### config.mk
export PLATFORM = sky130hd
export DESIGN_NAME = i2c_bus_clear_sequencer_core
export DESIGN_NICKNAME = d
export VERILOG_FILES = /design/src/rtl/ibcs_pkg.sv /design/src/rtl/ibcs_cfg.sv /design/src/rtl/ibcs_step.sv /design/src/rtl/i2c_bus_clear_sequencer_core.sv
export SDC_FILE = /design/constraint.sdc
export NUM_CORES = 1
export LEC_CHECK = 0
export BUFFER_PORTS_ARGS = -buffer_cell sky130_fd_sc_hd__buf_4
export CAP_MARGIN = 20
export CORE_UTILIZATION = 58
export CTS_BUF_LIST = sky130_fd_sc_hd__clkbuf_8
export DETAILED_ROUTE_END_ITERATION = 12
export PLACE_DENSITY = 0.89
export SLEW_MARGIN = 20
export SYNTH_ARGS = -nofsm -noshare
export SYNTH_HDL_FRONTEND = slang
export SYNTH_HIERARCHICAL = 1
export SYNTH_SLANG_ARGS = --single-unit
export TNS_END_PERCENT = 30
### constraint.sdc
create_clock -name clk -period 3.2 [get_ports clk]
set_input_delay 0.48 -clock clk [delete_from_list [all_inputs] [get_ports clk]]
set_output_delay 0.48 -clock clk [all_outputs]
set_load 0.005 [all_outputs]
### src/rtl/ibcs_pkg.sv
`timescale 1ns / 1ps

package ibcs_pkg;

  // Register widths
  localparam int SETTLE_W = 24;
  localparam int HALF_W   = 16;
  localparam int POLL_W   = 24;
  localparam int COUNT_W  = 5;
  localparam int TICK_W   = 24;
  localparam int CFG_DW   = 24;
  localparam int CFG_AW   = 3;

  // Register indexes
  localparam logic [CFG_AW-1:0] REG_SETTLE     = 3'd0;
  localparam logic [CFG_AW-1:0] REG_HALF       = 3'd1;
  localparam logic [CFG_AW-1:0] REG_POLL       = 3'd2;
  localparam logic [CFG_AW-1:0] REG_MAX_PULSES = 3'd3;
  localparam logic [CFG_AW-1:0] REG_MAX_POLLS  = 3'd4;

  // Register reset values
  localparam logic [SETTLE_W-1:0] SETTLE_RST     = 24'd2000000;
  localparam logic [HALF_W-1:0]   HALF_RST       = 16'd10;
  localparam logic [POLL_W-1:0]   POLL_RST       = 24'd100000;
  localparam logic [COUNT_W-1:0]  MAX_PULSES_RST = 5'd20;
  localparam logic [COUNT_W-1:0]  MAX_POLLS_RST  = 5'd20;

  typedef enum logic [3:0] {
    PH_IDLE      = 4'd0,
    PH_SETTLE    = 4'd1,
    PH_LOW       = 4'd2,
    PH_HIGH      = 4'd3,
    PH_STRETCH   = 4'd4,
    PH_STOP_LOW  = 4'd5,
    PH_STOP_HIGH = 4'd6
  } phase_t;

  typedef enum logic [1:0] {
    ST_OK      = 2'd0,
    ST_SCL_LOW = 2'd1,
    ST_STRETCH = 2'd2,
    ST_SDA_LOW = 2'd3
  } status_t;

  typedef struct packed {
    logic [SETTLE_W-1:0] settle_ticks;
    logic [HALF_W-1:0]   half_period_ticks;
    logic [POLL_W-1:0]   stretch_poll_ticks;
    logic [COUNT_W-1:0]  max_pulses;
    logic [COUNT_W-1:0]  max_stretch_polls;
  } cfg_t;

  typedef struct packed {
    phase_t             phase;
    logic [TICK_W-1:0]  tick_count;
    logic [COUNT_W-1:0] pulses_left;
    logic [COUNT_W-1:0] polls_left;
    status_t            last_status;
  } seq_state_t;

  typedef struct packed {
    logic    scl_drive_low;
    logic    sda_drive_low;
    logic    busy_res;
    logic    done_res;
    status_t status;
  } result_t;

endpackage

### src/rtl/ibcs_cfg.sv
`timescale 1ns / 1ps

module ibcs_cfg import ibcs_pkg::*; (
  input  logic              clk,
  input  logic              rst,
  input  logic              cfg_we,
  input  logic [CFG_AW-1:0] cfg_index,
  input  logic [CFG_DW-1:0] cfg_data,
  output cfg_t              cfg
);

  // Register file, each write truncated to the register width
  always_ff @(posedge clk) begin
    if (rst) begin
      cfg.settle_ticks       <= SETTLE_RST;
      cfg.half_period_ticks  <= HALF_RST;
      cfg.stretch_poll_ticks <= POLL_RST;
      cfg.max_pulses         <= MAX_PULSES_RST;
      cfg.max_stretch_polls  <= MAX_POLLS_RST;
    end else if (cfg_we) begin
      case (cfg_index)
        REG_SETTLE:     cfg.settle_ticks       <= cfg_data[SETTLE_W-1:0];
        REG_HALF:       cfg.half_period_ticks  <= cfg_data[HALF_W-1:0];
        REG_POLL:       cfg.stretch_poll_ticks <= cfg_data[POLL_W-1:0];
        REG_MAX_PULSES: cfg.max_pulses         <= cfg_data[COUNT_W-1:0];
        REG_MAX_POLLS:  cfg.max_stretch_polls  <= cfg_data[COUNT_W-1:0];
        default: ;
      endcase
    end
  end

endmodule

### src/rtl/ibcs_step.sv
`timescale 1ns / 1ps

module ibcs_step import ibcs_pkg::*; (
  input  cfg_t       cfg,
  input  seq_state_t cur,
  input  logic       req_type,
  input  logic       sda_in,
  input  logic       scl_in,
  output seq_state_t nxt,
  output result_t    res
);

  logic    finished;
  logic    do_check;
  logic    check_sda;
  logic    do_finish;
  status_t fin_status;

  // Next state
  always_comb begin
    nxt        = cur;
    do_check   = 1'b0;
    check_sda  = 1'b0;
    do_finish  = 1'b0;
    fin_status = ST_OK;

    if (req_type) begin
      // start, ignored while a run is under way
      if (cur.phase == PH_IDLE) begin
        nxt.last_status = ST_OK;
        nxt.pulses_left = '0;
        nxt.polls_left  = '0;
        nxt.phase       = PH_SETTLE;
        nxt.tick_count  = cfg.settle_ticks;
      end
    end else if (cur.phase != PH_IDLE) begin
      if (cur.tick_count > TICK_W'(1)) begin
        nxt.tick_count = cur.tick_count - TICK_W'(1);
      end else begin
        // wait over: act on the line samples of this tick
        case (cur.phase)
          PH_SETTLE: begin
            if (!scl_in) begin
              do_finish  = 1'b1;
              fin_status = ST_SCL_LOW;
            end else if (sda_in) begin
              do_finish  = 1'b1;
              fin_status = ST_OK;
            end else begin
              nxt.pulses_left = cfg.max_pulses;
              do_check        = 1'b1;
              check_sda       = 1'b0;
            end
          end
          PH_LOW: begin
            nxt.phase      = PH_HIGH;
            nxt.tick_count = TICK_W'(cfg.half_period_ticks);
          end
          PH_HIGH: begin
            if (scl_in) begin
              do_check  = 1'b1;
              check_sda = sda_in;
            end else if (cfg.max_stretch_polls == '0) begin
              nxt.polls_left = '0;
              do_finish      = 1'b1;
              fin_status     = ST_STRETCH;
            end else begin
              nxt.polls_left = cfg.max_stretch_polls - COUNT_W'(1);
              nxt.phase      = PH_STRETCH;
              nxt.tick_count = cfg.stretch_poll_ticks;
            end
          end
          PH_STRETCH: begin
            if (scl_in) begin
              do_check  = 1'b1;
              check_sda = sda_in;
            end else if (cur.polls_left == '0) begin
              do_finish  = 1'b1;
              fin_status = ST_STRETCH;
            end else begin
              nxt.polls_left = cur.polls_left - COUNT_W'(1);
              nxt.phase      = PH_STRETCH;
              nxt.tick_count = cfg.stretch_poll_ticks;
            end
          end
          PH_STOP_LOW: begin
            nxt.phase      = PH_STOP_HIGH;
            nxt.tick_count = TICK_W'(cfg.half_period_ticks);
          end
          default: begin
            // end of stop condition, or a phase code with no meaning
            do_finish  = 1'b1;
            fin_status = ST_OK;
          end
        endcase

        // SCL is high again: SDA decides stop, fail or another pulse
        if (do_check) begin
          if (check_sda) begin
            nxt.phase      = PH_STOP_LOW;
            nxt.tick_count = TICK_W'(cfg.half_period_ticks);
          end else if (nxt.pulses_left == '0) begin
            do_finish  = 1'b1;
            fin_status = ST_SDA_LOW;
          end else begin
            nxt.pulses_left = nxt.pulses_left - COUNT_W'(1);
            nxt.phase       = PH_LOW;
            nxt.tick_count  = TICK_W'(cfg.half_period_ticks);
          end
        end

        if (do_finish) begin
          nxt.phase       = PH_IDLE;
          nxt.tick_count  = '0;
          nxt.last_status = fin_status;
        end
      end
    end
  end

  assign finished = do_finish;

  // Outputs, taken from the state after the item
  always_comb begin
    res.scl_drive_low = (nxt.phase == PH_LOW);
    res.sda_drive_low = (nxt.phase == PH_STOP_LOW);
    res.busy_res      = (nxt.phase != PH_IDLE);
    res.done_res      = finished;
    res.status        = nxt.last_status;
  end

endmodule

### src/rtl/i2c_bus_clear_sequencer_core.sv
`timescale 1ns / 1ps
// Channel   Handshake              Payload
// in        in_valid / in_ready    req_type, sda_in, scl_in
// out       out_valid / out_ready  scl_drive_low, sda_drive_low, busy_res, done_res, status
// cfg       cfg_we                 cfg_index, cfg_data
//
// One item per cycle unless out stalls: the state update and result come from one
// pass of next-state logic and land in the state and result registers on the same edge.
// in_ready is high whenever the result register is empty or being taken.
// A stall on out holds the result and the state; no item is lost.
// rst is synchronous: phase idle, counters zero, registers to their defaults.

module i2c_bus_clear_sequencer_core import ibcs_pkg::*; (
  input  logic              clk,
  input  logic              rst,
  input  logic              in_valid,
  output logic              in_ready,
  input  logic              req_type,
  input  logic              sda_in,
  input  logic              scl_in,
  output logic              out_valid,
  input  logic              out_ready,
  output logic              scl_drive_low,
  output logic              sda_drive_low,
  output logic              busy_res,
  output logic              done_res,
  output logic [1:0]        status,
  input  logic              cfg_we,
  input  logic [CFG_AW-1:0] cfg_index,
  input  logic [CFG_DW-1:0] cfg_data
);

  cfg_t       cfg;
  seq_state_t state;
  seq_state_t state_next;
  result_t    res_next;
  result_t    res;
  logic       accept;

  ibcs_cfg u_cfg (
    .clk       (clk),
    .rst       (rst),
    .cfg_we    (cfg_we),
    .cfg_index (cfg_index),
    .cfg_data  (cfg_data),
    .cfg       (cfg)
  );

  ibcs_step u_step (
    .cfg      (cfg),
    .cur      (state),
    .req_type (req_type),
    .sda_in   (sda_in),
    .scl_in   (scl_in),
    .nxt      (state_next),
    .res      (res_next)
  );

  assign in_ready = !out_valid || out_ready;
  assign accept   = in_valid && in_ready;

  // Sequencer state
  always_ff @(posedge clk) begin
    if (rst) begin
      state.phase       <= PH_IDLE;
      state.tick_count  <= '0;
      state.pulses_left <= '0;
      state.polls_left  <= '0;
      state.last_status <= ST_OK;
    end else if (accept) begin
      state <= state_next;
    end
  end

  // Result register
  always_ff @(posedge clk) begin
    if (rst) begin
      out_valid <= 1'b0;
    end else if (accept) begin
      out_valid <= 1'b1;
    end else if (out_ready) begin
      out_valid <= 1'b0;
    end
  end

  always_ff @(posedge clk) begin
    if (accept) begin
      res <= res_next;
    end
  end

  assign scl_drive_low = res.scl_drive_low;
  assign sda_drive_low = res.sda_drive_low;
  assign busy_res      = res.busy_res;
  assign done_res      = res.done_res;
  assign status        = res.status;

endmodule

==> results of run 1 <==
-- sequential cells by signal, indices dropped and copies added, names as in the netlist --
name,count
status,2
state,40
scl_drive_low,1
out_valid,1
sda_drive_low,1
busy_res,1
u_cfg/cfg,74
done_res,1
-- critical path: cells and delay by family (launching register included) --
family                   cells  cell delay [ps]
AND/OR/NAND/NOR              5             1110
AO/OA/AOI/OAI                5              740
flip-flops                   1              330
multiplexers                 1              270
adder cells (fa/ha/maj)      1              190
buffers and inverters        1              190
-- metal layers --
| layer | wire length [um] | track usage (%) |
|---|---|---|
| met3 | 1371 | 6.008 |
| met1 | 8394 | 35.93 |
| met5 | 0 | 0 |
| met4 | 578 | 12.34 |
| met2 | 9285 | 47.39 |
-- where the power goes --
part / total, uW / internal (uW) / switching [uW]
registers: 1620 / 1570 / 57.2
logic: 760 / 318 / 443
clock network: 1360 / 722 / 635
total: 3740 / 2610 / 1130
-- cells by family (layout without fill, tap and decap cells) --
| kind of cell | Yosys count | in the layout |
|---|---|---|
| and+or+nand+nor | 346 | 346 |
| AOI/OAI and AO/OA | 235 | 235 |
| DFF | 121 | 121 |
| buffers and inverters | 99 | 130 |
| muxes | 85 | 85 |
| xor gates and xnor gates | 24 | 24 |
| adders and majority gates | 7 | 7 |
-- placed cells by master (no fill, tap or decap), types with 7 or more instances in the layout --
| cell type | instances |
|---|---|
| dfxtp_1 | 115 |
| nand2b_1 | 86 |
| mux2i_1 | 85 |
| buf_4 | 80 |
| a21oi_1 | 69 |
| nor2_1 | 62 |
| nand3_1 | 57 |
| nand2_1 | 50 |
| a21bo_1 | 27 |
| a21oi_2 | 27 |
| o22ai_1 | 20 |
| clkbuf_8 | 19 |
| inv_1 | 17 |
| o21ai_1 | 15 |
| a21bo_2 | 14 |
| nor4_1 | 13 |
| xor2_1 | 13 |
| nor3_1 | 11 |
| xnor2_1 | 11 |
| a211oi_1 | 9 |
| a31oi_1 | 9 |
| or3_1 | 8 |
| o31ai_1 | 8 |
| ha_1 | 7 |
-- stage by stage --
stage	TNS [ps]	setup slack (ps)	instance area [um^2]	hold WS [ps]	total power [uW]
floorplan	0	32.76	7771	448.8	2197
global placement	0	11.45	8248	459.6	2376
detailed placement	-1230	-92.29	8248	463.7	2395
CTS	0	161.5	8631	281.2	3741
global route	0	21.70	8642	289.2	3901
finish	0	209.1	8642	301.0	3743
-- final timing paths --
| path | endpoint | from | slack (ps) | cells past startpoint |
|---|---|---|---|---|
| setup reg to reg | state[13] | state[39] | 210 | 13 |
| hold reg to reg | u_cfg/cfg[30] | u_cfg/cfg[30] | 480 | 2 |
| setup / recovery | state[13] | state[39] | 210 | 13 |
| hold / removal | u_cfg/cfg[44] | cfg_data[10] | 300 | 3 |
-- cell type report --
class | count | area, um^2 | share of cell area, %
timing repair buffer | 82 | 640.6 | 7.413
sequential | 121 | 2482 | 28.72
clock buffer | 19 | 261.5 | 3.026
multi-input combinational | 697 | 4853 | 56.16
tap | 172 | 215.2 | 2.490
inverter | 18 | 67.56 | 0.7818
clock inverter | 11 | 121.4 | 1.404
==> impl_metrics.json, run 1 <==
{
  "worstPathCellList": "nor3b_4 > and2_1 > mux2i_1 > ha_1 > or4b_1 > a21o_1 > o2111ai_1 > a211oi_2 > buf_12 > nand2_1 > a21oi_1 > nand3_1 > a21oi_2",
  "cts_tree": "built",
  "ctsHoldBuffers": 0,
  "cp-end-kind": "register",
  "cts_setup_buffers": 0,
  "required_ps": 3510,
  "wirelength_mm": 19.63,
  "dp.cells": 1090,
  "dieArea_um2": 13850,
  "synth.avg_cell_area_um2": 8.468,
  "drv_cap": 0,
  "layout-drive-gt1-share_pct": 18.57,
  "relSlewSlack_pct": 37.97,
  "drtAntennaViolNets": 0,
  "utilization_pct": 67.39,
  "ys_ff_latch": 121,
  "worstMarginPinSlew_ps": 930.5,
  "io_buffers": 42,
  "dpl.hpwl_mm": 12.94,
  "antenna_found_initial": 0,
  "start_util_pct": 60.55,
  "synth_top_family_by_area": "simple AND/OR/NAND/NOR gates",
  "firstDrtPassIters": 6,
  "gp_congestion": 0.9283,
  "grt_setup_unrepaired": "no",
  "setup_viol": 0,
  "finish.net_count": 979,
  "grt_max_degree": 84,
  "skew_ps": 13.63,
  "drcViolationCount": 0,
  "yosysTopAreaCell": "dfxtp_1",
  "synthTopCellsByCount": "dfxtp_1, nand2b_1, mux2i_1",
  "ys_seq_area_share_pct": 31.97,
  "finalNonFillerCells": 1120,
  "yosysMostFrequentCell": "dfxtp_1",
  "clk_latency_ps": 450,
  "ys_warn_count": 6,
  "cp-start-kind": "register",
  "synth_top_flop_cell": "dfxtp_1",
  "clock_sinks": 121,
  "synth_xor_area_share_pct": 2.707,
  "synth.area.top_cells": "dfxtp_1, mux2i_1, nand2b_1",
  "synth_edf_count": 6,
  "cts_buffers": 17,
  "async_reset_ff_share_pct": 0,
  "num_io_pins": 43,
  "detail_route.vias_per_cell": 6.274,
  "grt.overflow.total": 0,
  "coreArea_um2": 12820,
  "die-height_um": 117.7,
  "power.density_nw_per_um2": 433.1,
  "syn-cell-area_um2": 7765,
  "arrival_ps": 3300,
  "syn_nets": 959,
  "die_w_um": 117.7,
  "path_max_fanout": 15,
  "drt_iter0_drc": 686,
  "n_antenna_cell": 0,
  "netlist_instances": 917,
  "grt_pass1_vias": 6623,
  "num_rows": 41,
  "synthSimpleGateAreaFrac_pct": 25.22,
  "clockRootBuffer": "clkbuf_8",
  "timing.final.crit_share_pct": 93.47,
  "cp_slowest_cell": "or4b_1",
  "slew_violations": 0,
  "p_leak_uw": 0.003364,
  "gr-usage-all-layers_pct": 28.66,
  "wl_per_cell_um": 17.53,
  "grt_pass1_wl_mm": 32.27,
  "clk_path_buf_depth": 2,
  "fill_cells": 1044,
  "outcome": "finished clean",
  "layout_min_cycle_time_ps": 2991,
  "ir_worst_vdd_mv": 0.4115,
  "area_growth_pct": 11.30,
  "synth-compound-area-share_pct": 21.82,
  "num_vias": 7027,
  "netlist-cell-type-count": 72,
  "min_path_type": "primary input to register",
  "hold_viol": 0,
  "synthAdderAreaFrac_pct": 1.128,
  "critPathKind": "register to register",
  "htree_levels": 4,
  "max_stage_delay_ps": 430,
  "cts_resized": 0,
  "timing.fmax_mhz": 334.3,
  "cts.clk_slew.worst_paths_ps": 80,
  "synthMuxAreaShare_pct": 10.96,
  "yosysTopAreaCellShare_pct": 29.65
}
No activity file was read; power rests on OpenSTA's default activity.
==> run 2: changes to the inputs <==
Settings changed: PLACE_DENSITY 0.89 to 0.79.
==> run 2 against run 1 <==
- sequential power about the same
- combinational power about the same
- via count decreased by 1.6%
- fmax shrank 1.2%
- critical path depth unchanged
- die area unchanged
- worst hold slack lost 22 ps
- clock power shrank 11%
- non-clock buffer count is 1 higher
- power down 4.0%
- largest cell class unchanged
- highest routed layer unchanged
==> impl_metrics.json, run 2 (same netlist as run 1, synthesis figures left out) <==
{
  "die-height_um": 117.7,
  "cp-end-kind": "register",
  "p_int_uw": 2476,
  "drtAntennaViolNets": 0,
  "finish.net_count": 980,
  "grt_pass1_wl_mm": 31.75,
  "clk_latency_ps": 470,
  "min_path_cells": 3,
  "hold_ws_ps": 279.5,
  "htree_levels": 4,
  "cts_buffers": 17,
  "setup_viol": 0,
  "critPathKind": "register to register",
  "grt_setup_unrepaired": "no",
  "met2_usage_pct": 44.60,
  "crit-reg2reg-launch": "state[39]",
  "die_w_um": 117.7,
  "firstDrtPassIters": 5,
  "num_io_pins": 43,
  "clock_sinks": 121,
  "power.density_nw_per_um2": 416.6,
  "stdcell_area_um2": 8625,
  "grt.overflow.total": 0,
  "clockRootBuffer": "clkbuf_8",
  "antenna_found_initial": 0,
  "n_antenna_cell": 0,
  "placed_cell_area_um2": 8268,
  "final_common_cell": "dfxtp_1",
  "grt_pass1_vias": 6287,
  "area_growth_pct": 11.07,
  "cp-startpoint": "state[39]",
  "num_vias": 6913,
  "cp_slowest_cell": "or4b_1",
  "dpl.hpwl_mm": 12.47,
  "path_max_fanout": 15,
  "finalNonFillerCells": 1123,
  "layout_min_cycle_time_ps": 3028,
  "r2r_cells": 13,
  "layout-drive-gt1-share_pct": 18.72,
  "cp-start-kind": "register",
  "outcome": "finished clean",
  "start_util_pct": 60.55,
  "coreArea_um2": 12820,
  "met1_usage_pct": 36.98,
  "drv_cap": 0,
  "dp.cells": 1091,
  "grt_use_met3_pct": 5.669,
  "finalPower_uw": 3593,
  "timing.final.crit_share_pct": 94.61,
  "fill_cells": 1087,
  "worstHoldStart": "cfg_data[9]",
  "power_frac_clock_pct": 33.6,
  "num_rows": 41,
  "cts.clk_slew.worst_paths_ps": 80,
  "timing.fmax_mhz": 330.3,
  "skew_ps": 16.06,
  "clk_path_buf_depth": 2,
  "combPwrFrac_pct": 21.2,
  "dieArea_um2": 13850,
  "io_buffers": 42,
  "switchingPower_uw": 1117,
  "worstPathCellList": "nor3b_2 > and2_2 > mux2i_2 > ha_1 > or4b_1 > a21o_1 > o2111ai_2 > a211oi_2 > buf_12 > nand2_1 > a21oi_1 > nand3_1 > a21oi_2",
  "arrival_ps": 3350,
  "ctsHoldBuffers": 0,
  "top_usage_layer": "met2",
  "p_sw_share_pct": 31.09,
  "gp_congestion": 0.9213,
  "max_stage_delay_ps": 440,
  "seq_power_share_pct": 45.2,
  "regMostFlops": "u_cfg/cfg",
  "cts_resized": 0,
  "worstMarginPinSlew_ps": 945.7,
  "final_cell_mix": "dfxtp_1, nand2b_1, mux2i_1",
  "drcViolationCount": 0,
  "hold_viol": 0,
  "required_ps": 3520,
  "p_leak_uw": 0.003375,
  "gr-usage-all-layers_pct": 28.37,
  "cts_setup_buffers": 0,
  "ir_worst_vdd_mv": 0.3063,
  "detail_route.vias_per_cell": 6.156,
  "wirelength_mm": 19.33,
  "relSlewSlack_pct": 36.95,
  "min_path_type": "primary input to register",
  "largest_reg_flops": 74,
  "utilization_pct": 67.25,
  "slew_violations": 0,
  "grt_max_degree": 84,
  "drt_iter0_drc": 647,
  "cts_tree": "built",
  "wl_per_cell_um": 17.21
}
==> run 2: changes by cell type in the layout (fill, tap and decap cells not counted), sizes merged <==
| cell | change |
|---|---|
| clkinv | +3 |
| clkbuf | -2 |
| clkinvlp | -1 |
| buf | +1 |
| inv | +3 |
| bufinv | -1 |
==> run 2: cell type report <==
class / instances / area [um^2] / share of cell area (%)
Timing Repair Buffer: 83 / 660.6 / 7.660
Clock inverter: 15 / 97.59 / 1.132
Clock buffer: 17 / 234.0 / 2.713
Inverter: 18 / 67.56 / 0.7834
Tap cell: 172 / 215.2 / 2.495
Multi-Input combinational cell: 697 / 4867 / 56.43
Sequential cell: 121 / 2482 / 28.78
==> run 2: worst paths after layout <==
path	to	slack, ps
max	state[16]	170
min	u_cfg/cfg[19]	280
max reg2reg	state[16]	170
min reg2reg	u_cfg/cfg[32]	480
==> run 2: layer usage <==
| layer | vias to the layer above | wire, um |
|---|---|---|
| met5 | - | 0 |
| met4 | 0 | 608 |
| met3 | 47 | 1311 |
| met2 | 275 | 8930 |
| met1 | 3236 | 8479 |
| li1 | 3355 | - |
==> run 2: through the flow <==
stage               TNS, ps  worst slack [ps]
floorplan                 0             32.76
global placement          0             57.76
detailed placement   -545.4            -48.45
CTS                       0             159.6
global route              0             33.43
finish                    0             172.4
==> run 2: worst max-delay path: cells and delay by family (launching register included) <==
family	cells	cell delay [ps]
compound gates	5	710
fa+ha+maj	1	210
buf+inv	1	190
flops	1	320
mux	1	270
simple gates	5	1180
==> run 2: power by group through the flow <==
stage | clock, uW | sequential, uW | combinational [uW]
6_report | 1210 | 1620 | 763
3_3_place_gp | 0 | 1660 | 736
2_1_floorplan | 0 | 1640 | 557
3_5_place_dp | 0 | 1660 | 744
5_1_grt | 1290 | 1630 | 833
4_1_cts | 1220 | 1620 | 749
==> run 3: changes to the inputs <==
Settings changed: ABC_AREA from default to 1.
==> run 3 against run 2 <==
- cell area rose by 2.5%
- global-route usage rose by 4.0 points
- fmax rose by 3.8%
- non-clock buffer count fell by 18
- worst setup slack improved by 110 ps
- clock skew fell by 4.7 ps
- worst hold slack got worse by 79 ps
- register-to-register slack improved by 110 ps
- sequential power rose by 5%
- count of clock-buffer cells in the layout rose by 3
- critical path depth rose by 5
- critical path type unchanged
==> impl_metrics.json, run 3 <==
{
  "outcome": "finished clean",
  "cp-startpoint": "state[38]",
  "cts.clk_slew.worst_paths_ps": 80,
  "area_growth_pct": 8.057,
  "endpoint": "state[15]",
  "clockRootBuffer": "clkbuf_8",
  "skew_ps": 11.35,
  "async_reset_ff_share_pct": 0,
  "timing.fmax_mhz": 343.0,
  "drt_iter0_drc": 1095,
  "grt_pass1_wl_mm": 37.32,
  "yosysTopAreaCellShare_pct": 28.13,
  "syn_nets": 1367,
  "clk_latency_ps": 450,
  "drcViolationCount": 0,
  "dpl.hpwl_mm": 16.06,
  "die-height_um": 120.8,
  "slew_violations": 0,
  "worstHoldStart": "rst",
  "gp_congestion": 0.9954,
  "grt_max_degree": 83,
  "seqCellArea_um2": 2482,
  "required_ps": 3540,
  "drtAntennaViolNets": 0,
  "wirelength_mm": 23.10,
  "syn-cell-area_um2": 8184,
  "firstDrtPassIters": 6,
  "ys_warn_count": 6,
  "pre_cts_slack_ps": 115.5,
  "hold_ws_ps": 200.6,
  "start_util_pct": 59.19,
  "clock_sinks": 121,
  "ir_worst_vdd_mv": 0.2958,
  "worstMarginPinSlew_ps": 884.2,
  "grt.overflow.total": 0,
  "r2r-end": "state[15]",
  "p_leak_uw": 0.004196,
  "netlist-cell-type-count": 49,
  "multiInputGateArea_um2": 4679,
  "grt_setup_unrepaired": "no",
  "io_buffers": 42,
  "num_io_pins": 43,
  "relSlewSlack_pct": 40.83,
  "regMostFlops": "u_cfg/cfg",
  "ys_ff_latch": 121,
  "critPathKind": "register to register",
  "r2r_setup_slack_ps": 280,
  "netlist_instances": 1325,
  "finalPower_uw": 4120,
  "power.density_nw_per_um2": 465.9,
  "arrival_ps": 3250,
  "crit-reg2reg-launch": "state[38]",
  "wl_per_cell_um": 15.10,
  "largest_reg_flops": 74,
  "n_antenna_cell": 0,
  "finalSetupTns_ps": 0,
  "cp-start-kind": "register",
  "yosysMostFrequentCell": "nand2_1",
  "stdcell_area_um2": 8843,
  "die_w_um": 120.8,
  "layout_min_cycle_time_ps": 2916,
  "layout-drive-gt1-share_pct": 9.630,
  "cp-end-kind": "register",
  "finalWorstSetupSlack_ps": 284.4,
  "fill_cells": 1340,
  "placed_cell_area_um2": 8444,
  "r2r_cells": 18,
  "synth_top_flop_cell": "dfxtp_1",
  "final_common_cell": "nand2_1",
  "gr-usage-all-layers_pct": 32.36,
  "hold_viol": 0,
  "detail_route.vias_per_cell": 5.700,
  "finish.net_count": 1379,
  "drv_cap": 0,
  "synth.area.top_cells": "dfxtp_1, nand2_1, nand3_1",
  "htree_levels": 4,
  "num_vias": 8721,
  "timing.final.crit_share_pct": 91.11,
  "cts_tree": "built",
  "antenna_found_initial": 0,
  "synthTopCellsByCount": "nand2_1, nor2_1, nand3_1",
  "setup_viol": 0,
  "cts_setup_buffers": 0,
  "yosysTopAreaCell": "dfxtp_1",
  "final_cell_mix": "nand2_1, nor2_1, nand3_1",
  "min_path_type": "primary input to register",
  "dieArea_um2": 14590,
  "path_max_fanout": 11,
  "grt_pass1_vias": 7303,
  "synth_edf_count": 6,
  "num_rows": 43,
  "cts_buffers": 17,
  "clk_path_buf_depth": 2,
  "ys_seq_area_share_pct": 30.33,
  "coreArea_um2": 13830,
  "synth.avg_cell_area_um2": 6.177
}
## run 3: cell types whose count changed in the layout (fill, tap and decap cells not counted), moves of 15 or more
cell / delta
nand3_1: +109
a21bo_1: -27
a21oi_2: -27
o21ai_0: +68
nand2_1: +275
nor2_1: +151
nand2b_1: -86
inv_1: +121
buf_4: -15
a22oi_1: +24
mux2i_1: -83
## run 3: layout make-up
type / count / area share, %
sequential: 121 / 28.07
multi-input combinational: 981 / 52.91
clock inverter: 12 / 1.401
inverter: 151 / 6.437
tap: 180 / 2.547
clock buffer: 20 / 3.113
timing repair buffer: 65 / 5.518
## run 3: critical path, cell delays in order, from the launching register on
cell and delay [ps]:
dfxtp_1 380, nor2_2 280, nand3_4 190, o21ai_1 290, ha_1 220, inv_1 90, nor2_8 140, nand3_4 90
nand2_4 120, nand3_4 110, and2_1 320, nand2_1 110, nand3_1 80, nand2_1 80, nand2_1 50, inv_1 50
nand3_1 70, nand2_1 100, nor2_1 40
## run 3: logic make-up (layout without fill, tap and decap cells)
kind of cell / after synthesis / count (layout) / share of synthesized area (%)
adders and majority gates: 7 / 7 / 1.070
AOI/OAI and AO/OA: 213 / 213 / 14.83
xor gates and xnor gates: 17 / 17 / 1.819
and+or+nand+nor: 744 / 744 / 39.37
DFF: 121 / 121 / 30.33
buffers and inverters: 223 / 248 / 12.58
## run 3: report_power, final
group	switching [uW]	internal (uW)	leakage, uW
Sequential	94.5	1600	0.00100
Clock	638	748	0.000204
Combinational	668	368	0.00299
Total	1400	2720	0.00420
## run 3: layer usage
metal / track usage, % / wire, um / vias to the layer above
li1: - / - / 4294
met1: 46.90 / 10640 / 3928
met2: 49.14 / 9835 / 465
met3: 5.802 / 2326 / 34
met4: 8.410 / 295 / 0
met5: 0 / 0 / -
## run 3: how the worst min path moves through the flow
stage                    end  slack [ps]  depth (start not counted)
2_1_floorplan   u_cfg/cfg[7]         430                          2
3_3_place_gp   u_cfg/cfg[17]         450                          2
3_5_place_dp   u_cfg/cfg[17]         460                          2
4_1_cts            out_valid         180                          2
5_1_grt            out_valid         190                          2
6_report           out_valid         200                          2
## run 3: repair_timing
item	4_1_cts	5_1_grt
hold buffers	0	0
gates resized for setup	0	1
endpoints found under the setup margin	0	12
## run 3: stage by stage
stage	util [%]	cells
after floorplan	-	1325
after global placement	61.07	1498
after detailed placement	61.07	1498
after CTS	63.96	1530
after global routing	63.96	1530
final	63.96	1530
